--- src/hw/rtl/sac_pkg.sv ---
// Shared types, constants and a helper function for the shortest-arc quaternion block.
package sac_pkg;

  localparam int CW          = 16;
  localparam int FB          = 14;
  localparam int PROD_W      = 2 * CW;
  localparam int DOT_W       = PROD_W + 2;
  localparam int MAG_W       = PROD_W;
  localparam int TOP_W       = $clog2(MAG_W);
  localparam int NORM_TOP    = 29;
  localparam int NORM_W      = NORM_TOP + 1;
  localparam int SQ_W        = 2 * NORM_W;
  localparam int SUM_W       = SQ_W + 2;
  localparam int SQ_N        = SUM_W / 2;
  localparam int LEN_W       = NORM_W + 1;
  localparam int NUM_W       = LEN_W + FB;
  localparam int Q_W         = FB + 1;
  localparam int DIV_N       = Q_W;
  localparam int LIM_W       = 15;
  localparam int ADDR_W      = 3;
  localparam int QUEUE_DEPTH = 4;
  localparam int QPTR_W      = $clog2(QUEUE_DEPTH);

  localparam logic [LIM_W-1:0] NEAR_ONE_RESET  = 15'd16383;
  localparam logic [LIM_W-1:0] SHORT_LEN_RESET = 15'd1;

  // Register index, taken from paddr[2].
  localparam logic REG_NEAR_ONE  = 1'b0;
  localparam logic REG_SHORT_LEN = 1'b1;

  typedef logic signed [CW-1:0] comp_t;

  typedef enum logic [1:0] {
    KIND_GENERAL  = 2'd0,
    KIND_IDENT    = 2'd1,
    KIND_OPPOSITE = 2'd2
  } kind_t;

  typedef struct packed {
    comp_t from_x;
    comp_t from_y;
    comp_t from_z;
    comp_t to_x;
    comp_t to_y;
    comp_t to_z;
  } vec_t;

  typedef struct packed {
    comp_t      rot_x;
    comp_t      rot_y;
    comp_t      rot_z;
    comp_t      rot_w;
    logic [1:0] case_taken;
  } rot_t;

  typedef struct packed {
    logic [LIM_W-1:0] near_one_limit;
    logic [LIM_W-1:0] short_length_limit;
  } cfg_t;

  // Classified request: four component magnitudes with their signs.
  typedef struct packed {
    logic [3:0][MAG_W-1:0] mag;
    logic [3:0]            neg;
    kind_t                 kind;
  } item_t;

  // Scaled components carried alongside the square root and divide stages.
  typedef struct packed {
    logic [3:0][NORM_W-1:0] m;
    logic [3:0]             neg;
    kind_t                  kind;
    logic                   zero;
  } side_t;

  // Restores the sign and saturates a normalized magnitude.
  function automatic comp_t to_field(input logic [Q_W-1:0] v, input logic neg);
    logic [63:0] vx;
    logic [63:0] cap;
    logic [63:0] r;
    vx  = 64'(v);
    cap = 64'(1) << (CW - 1);
    if (!neg) begin
      if (vx > cap - 64'(1)) vx = cap - 64'(1);
      r = vx;
    end else begin
      if (vx > cap) vx = cap;
      r = -vx;
    end
    return r[CW-1:0];
  endfunction

endpackage

--- src/hw/rtl/sac_queue.sv ---
// Small queue of classified requests between the front end and the back end.
module sac_queue (
  input  logic           clk,
  input  logic           rst,
  input  sac_pkg::item_t wr_item,
  input  logic           push,
  output logic           full,
  output sac_pkg::item_t rd_item,
  output logic           rd_valid,
  input  logic           pop
);
  import sac_pkg::*;

  item_t             slots [QUEUE_DEPTH];
  logic [QPTR_W-1:0] wr_ptr, rd_ptr;
  logic [QPTR_W:0]   count;

  assign full     = count == (QPTR_W+1)'(QUEUE_DEPTH);
  assign rd_valid = count != '0;
  assign rd_item  = slots[rd_ptr];

  always_ff @(posedge clk) begin
    if (push) begin
      slots[wr_ptr] <= wr_item;
    end
  end

  always_ff @(posedge clk) begin
    if (rst) begin
      wr_ptr <= '0;
      rd_ptr <= '0;
      count  <= '0;
    end else begin
      if (push) wr_ptr <= wr_ptr + QPTR_W'(1);
      if (pop)  rd_ptr <= rd_ptr + QPTR_W'(1);
      case ({push, pop})
        2'b10:   count <= count + (QPTR_W+1)'(1);
        2'b01:   count <= count - (QPTR_W+1)'(1);
        default: count <= count;
      endcase
    end
  end

endmodule

--- config.mk ---
export PLATFORM = sky130hd
export DESIGN_NAME = sac_queue
export DESIGN_NICKNAME = d
export VERILOG_FILES = /design/src/hw/rtl/sac_pkg.sv /design/src/hw/rtl/sac_queue.sv
export SDC_FILE = /design/constraint.sdc
export NUM_CORES = 1
export LEC_CHECK = 0
export BUFFER_PORTS_ARGS = -buffer_cell sky130_fd_sc_hd__buf_2
export CORE_AREA = 5 5 218 241
export CTS_CLUSTER_SIZE = 40
export DETAILED_ROUTE_END_ITERATION = 12
export DIE_AREA = 0 0 223 246
export GPL_ROUTABILITY_DRIVEN = 0
export SLEW_MARGIN = 25
export SYNTH_ARGS = -nofsm -noshare
export SYNTH_HDL_FRONTEND = slang
export SYNTH_SLANG_ARGS = --single-unit
--- constraint.sdc ---
create_clock -name clk -period 4.8 [get_ports clk]
set_input_delay 0.96 -clock clk [delete_from_list [all_inputs] [get_ports clk]]
set_output_delay 0.96 -clock clk [all_outputs]
set_load 0.03 [all_outputs]
==> results of run 1 <==
-- layer usage --
layer / up-vias / GRT usage / wire length, microns
met5: - / 0 / 39
met4: 6 / 0.0402 / 983
met3: 74 / 0.0436 / 2770
met2: 242 / 0.235 / 19600
met1: 4671 / 0.191 / 16500
li1: 3865 / - / -
-- critical path, delay by kind of cell (launching register included) --
| family | cells | cell delay [ps] |
|---|---|---|
| buf+inv | 2 | 700 |
| flops | 1 | 880 |
| mux | 1 | 410 |
-- synth_stat cells --
library cell / count
a21oi_1: 2
and2_1: 4
and3_1: 1
buf_2: 15
buf_6: 8
clkbuf_1: 8
dfxtp_1: 9
edfxtp_1: 536
fa_1: 1
ha_1: 5
inv_1: 6
mux2i_1: 1
mux4_2: 134
nand2_1: 1
nor2_1: 8
o21ai_0: 1
or3_1: 2
xnor2_1: 2
xor2_1: 3
-- power breakdown --
part | total, mW | leakage, nW | switching, mW | internal, mW
registers | 5.55 | 5.00 | 0.0796 | 5.47
logic | 1.25 | 2.07 | 0.798 | 0.453
clock network | 3.95 | 0.805 | 1.67 | 2.28
-- registers in the layout, indices dropped and copies added (netlist names), named ones only --
register,cells
rd_ptr,2
slots,536
count,3
wr_ptr,2
-- cells by family after synthesis --
kind of cell	count (synthesis)	synth area share
mux	135	0.153
simple gates	16	0.00393
compound gates	3	0.000760
xor+xnor	5	0.00222
buf+inv	37	0.0110
flops	545	0.824
fa+ha+maj	6	0.00418
-- per-stage QoR --
stage | cell area, sq um | cells
final | 23700 | 1773
after floorplan | 19700 | 747
after CTS | 23700 | 1767
after global routing | 23700 | 1768
after global placement | 22000 | 1669
after detailed placement | 22000 | 1669
-- cell type report --
| cell class | instances | area (sq um) |
|---|---|---|
| clock buffers | 75 | 1490 |
| diodes | 6 | 15.0 |
| fillers | 4123 | 26000 |
| inverters | 6 | 22.5 |
| well taps | 660 | 826 |
| flip-flops and latches | 545 | 16300 |
| repair buffers | 293 | 1600 |
| multi-input cells | 165 | 3260 |
| clock inverters | 23 | 170 |
-- path summary, 6_finish.rpt --
kind                   end  slack (ps)  depth (start not counted)
max             rd_item[4]        1170                          3
min               count[2]         510                          2
max reg2reg  slots[0][103]        2590                          4
min reg2reg       count[2]         510                          2
==> reports/summary.txt, run 1 <==
fin crit share: 0.755
Hold/Removal Path Class: reg -> reg
vias in the first global route: 9579
max-slew violation count: 0
slew at the pin with the worst max-slew slack: 850 ps
Post-Syn Area: 0.0197 sq mm
maximum fanout along the worst path: 51
YS warnings: 0
clock tree buffer depth: 3
Setup Buffers After CTS: 0
syn nets: 891
Slew HR: 0.433
core area: 0.0497 sq mm
total power draw: 10.7 mW
Residual DRC: 0
Max Clock Skew: 13.6 ps
Worst EP arrival: 2670 ps
chip height: 246 microns
antenna violations before repair: 9
Final setup viols: 0
ranking of synthesized cells by area: edfxtp_1, mux4_2, dfxtp_1
flops & latches, synth: 545
post-synthesis sequential area ratio: 0.824
GRT Overall Usage: 0.145
Worst-path clk slew: 60 ps
RSZ-0062 raised after global routing: no
f_max: 276 MHz
Worst Hold Launch: count[2]
average wire per standard cell: 22.5 microns
Post-Syn Instances: 747
post-DP HPWL: 24.1 mm
FP Rows: 86
Worst IR Drop VDD: 0.346 mV
Slowest cell on crit path: dfxtp_4
Post-Place Worst Slack: 1730 ps
fin util: 0.476
largest net degree at the start of global routing: 80
DRT iter0 DRCs: 523
most frequent cells in the layout: edfxtp_1, buf_2, mux4_2
hold slack final: 513 ps
first-pass GRT wire length: 60.2 mm
Distinct cells, synth: 19
delay of the slowest critical-path stage: 880 ps
CP endpoint kind: output port
Routed WL: 39.9 mm
post-route setup slack: 1170 ps
reg2reg start: wr_ptr[0]
Via-to-Cell Ratio: 5.00
post-cts resize count: 0
Initial Utilization: 0.397
pwr dens: 454 mW/mm^2
Req. time, crit path: 3840 ps
max_cap viols: 0
leak pwr: 7.87 nW
full die area: 0.0549 sq mm
worst-skew pair later-pin latency: 580 ps
CTS root buf: clkbuf_16
Num CTS Buffers: 54
endpoints failing hold: 0
share of cells above drive strength 1: 0.456
Mean Syn Cell Area: 26.4 sq um
run status: complete, no violations
commonest non-fill, non-tap cell in the layout: edfxtp_1
cts hold-fix bufs: 0
Final nets: 1209
DRT antenna net count: 0
area leader, netlist: edfxtp_1
Startpoint Class: register
Setup CP Type: reg -> out
IO Pins: 274
min Tclk post-route: 3630 ps
setup TNS: 0 ps
CTS tree: done
synthesis-to-layout area growth: 19.9%
H-tree level count: 2
chip width: 223 microns
vias: 8858
gr ovfl total: 0
Synth top area share: 0.815
DRT Pass-1 Iters: 4
CTS Sinks: 545
CP Cell Sequence: buf_4, mux4_2, buf_2
Port-buffer cells: 273
(Power assumes the default switching activity.)
==> run 2: changes to the inputs <==
clock period = 2.9 ns   (was 4.8 ns; I/O delays follow)
==> run 2 against run 1 <==
Effect of this change: die area unchanged; worst setup slack got worse by 1100 ps; sequential share of layout area decreased by 0.93 points; register-to-register slack worse by 1500 ps; count of clock-buffer cells in the layout increased by 2; critical path type unchanged; critical endpoint is now rd_item[92].
==> reports/summary.txt, run 2 (synthesis results as in run 1) <==
Comb pwr share: 0.118 (was 0.116)
slew at the pin with the worst max-slew slack: 871 ps (was 850 ps)
Post-Place Worst Slack: 676 ps (was 1730 ps)
clock tree buffer depth: 3 (unchanged)
max-slew violation count: 0 (unchanged)
DRT iter0 DRCs: 470 (was 523)
CTS tree: done (unchanged)
Setup CP Type: reg -> out (unchanged)
vias in the first global route: 9502 (was 9579)
largest net degree at the start of global routing: 102 (was 80)
FP Rows: 86 (unchanged)
Worst EP arrival: 2210 ps (was 2670 ps)
Slowest cell on crit path: mux4_2 (was dfxtp_4)
Pint: 13.9 mW (was 8.20 mW)
Worst IR Drop VDD: 0.530 mV (was 0.346 mV)
CP Depth: 3 (unchanged)
IO Pins: 274 (unchanged)
Port-buffer cells: 273 (unchanged)
chip height: 246 microns (unchanged)
Finished Layout Cells: 1786 (was 1773)
r2r endpoint: slots[1][80] (was slots[0][103])
Startpoint Class: register (unchanged)
Via-to-Cell Ratio: 5.01 (was 5.00)
clock power share: 0.382 (was 0.367)
DRT antenna net count: 0 (unchanged)
CP Capture Point: rd_item[92] (was rd_item[4])
first-pass GRT wire length: 60.0 mm (was 60.2 mm)
post-route setup slack: 115 ps (was 1170 ps)
Residual DRC: 0 (unchanged)
GRT Overall Usage: 0.143 (was 0.145)
commonest non-fill, non-tap cell in the layout: edfxtp_1 (unchanged)
Worst Path Buf+Inv: 2 (unchanged)
Final setup viols: 0 (unchanged)
Hold/Removal Path Class: in -> reg (was reg -> reg)
CP Cell Sequence: buf_16, mux4_2, buf_2 (was buf_4, mux4_2, buf_2)
max FFs per register: 536 (unchanged)
leak pwr: 8.01 nW (was 7.87 nW)
f_max: 359 MHz
maximum fanout along the worst path: 46 (was 51)
Cell Area, Placed: 0.0222 sq mm (was 0.0220 sq mm)
full die area: 0.0549 sq mm (unchanged)
Initial Utilization: 0.397 (unchanged)
Largest regs: slots (536), count (3) (unchanged)
Req. time, crit path: 2320 ps (was 3840 ps)
pwr dens: 761 mW/mm^2 (was 454 mW/mm^2)
share of cells above drive strength 1: 0.464 (was 0.456)
Final nets: 1218 (was 1209)
min Tclk post-route: 2790 ps
core area: 0.0497 sq mm (unchanged)
P_sw: 4.33 mW (was 2.55 mW)
worst-skew pair later-pin latency: 590 ps (was 580 ps)
most flop-heavy register: slots (unchanged)
delay of the slowest critical-path stage: 610 ps (was 880 ps)
delay-heaviest family, CP: multiplexers (was flip-flops)
placed cells: 1675 (was 1669)
synthesis-to-layout area growth: 21.6% (was 19.9%)
Slew HR: 0.419 (was 0.433)
Max Clock Skew: 8.78 ps (was 13.6 ps)
DRT Pass-1 Iters: 4 (unchanged)
average wire per standard cell: 22.1 microns (was 22.5 microns)
gr ovfl total: 0 (unchanged)
Num CTS Buffers: 57 (was 54)
Routed WL: 39.5 mm (was 39.9 mm)
run status: complete, no violations (unchanged)
R2R setup slack: 1070 ps (was 2590 ps)
Flop pwr share: 0.500 (was 0.516)
post-route cell area: 0.0240 sq mm (was 0.0237 sq mm)
antenna violations before repair: 7 (was 9)
vias: 8940 (was 8858)
CTS Sinks: 545 (unchanged)
hold slack final: 200 ps (was 513 ps)
most frequent cells in the layout: edfxtp_1, buf_2, mux4_2 (unchanged)
post-DP HPWL: 23.9 mm (was 24.1 mm)
CP endpoint kind: output port (unchanged)
endpoints failing hold: 0 (unchanged)
CTS root buf: clkbuf_16 (unchanged)
Worst-path clk slew: 60 ps (about the same)
chip width: 223 microns (unchanged)
RSZ-0062 raised after global routing: yes (was no)
reg2reg start: wr_ptr[0] (unchanged)
R2R cell count: 3 (was 4)
switch share: 0.237 (about the same)
H-tree level count: 2 (unchanged)
max_cap viols: 0 (unchanged)
fin crit share: 0.960
## run 2: how the worst min path moves through the flow
stage / start / to / slack (ps) / cells past startpoint
floorplan: count[2] / count[2] / 460 / 2
global placement: count[2] / count[2] / 480 / 2
detailed placement: count[2] / count[2] / 500 / 2
CTS: wr_item[38] / slots[0][38] / 140 / 1
global route: wr_item[7] / slots[1][7] / 160 / 1
finish: wr_item[38] / slots[1][38] / 200 / 1
## run 2: area by class of cell
class / instances / area, sq um
clock inverters: 30 / 263
flip-flops and latches: 545 / 16300
diodes: 4 / 10.0
inverters: 6 / 22.5
multi-input cells: 165 / 3260
clock buffers: 77 / 1550
repair buffers: 299 / 1780
fillers: 4111 / 25700
well taps: 660 / 826
## run 2: what timing repair did
item,in CTS,in global routing
gates resized for setup,0,1
endpoints found under the setup margin,0,3
buffers inserted,0,0
hold buffers,0,0
## run 2: through the flow
| stage | TNS, ps | util | total power [mW] |
|---|---|---|---|
| after floorplan | 0 | - | 10.7 |
| after global placement | 0 | 0.446 | 11.5 |
| after detailed placement | 0 | 0.446 | 11.5 |
| after CTS | 0 | 0.482 | 18.6 |
| after global routing | -38.4 | 0.483 | 19.1 |
| final | 0 | 0.483 | 18.3 |
## run 2: power by group through the flow
stage                     combinational, mW  sequential, mW  clock, mW
after floorplan                        1.44            9.29          0
after global placement                 2.20            9.28          0
after detailed placement               2.21            9.30          0
after CTS                              2.22            9.14       7.21
after global routing                   2.31            9.15       7.60
final                                  2.16            9.14       6.98
## run 2: per-layer routing
layer,share of wire,global-route usage,up-vias
met2,0.50,0.231,243
met4,0.020,0.0400,6
met1,0.41,0.188,4737
met5,0.00084,0,-
met3,0.070,0.0468,63
li1,-,-,3891
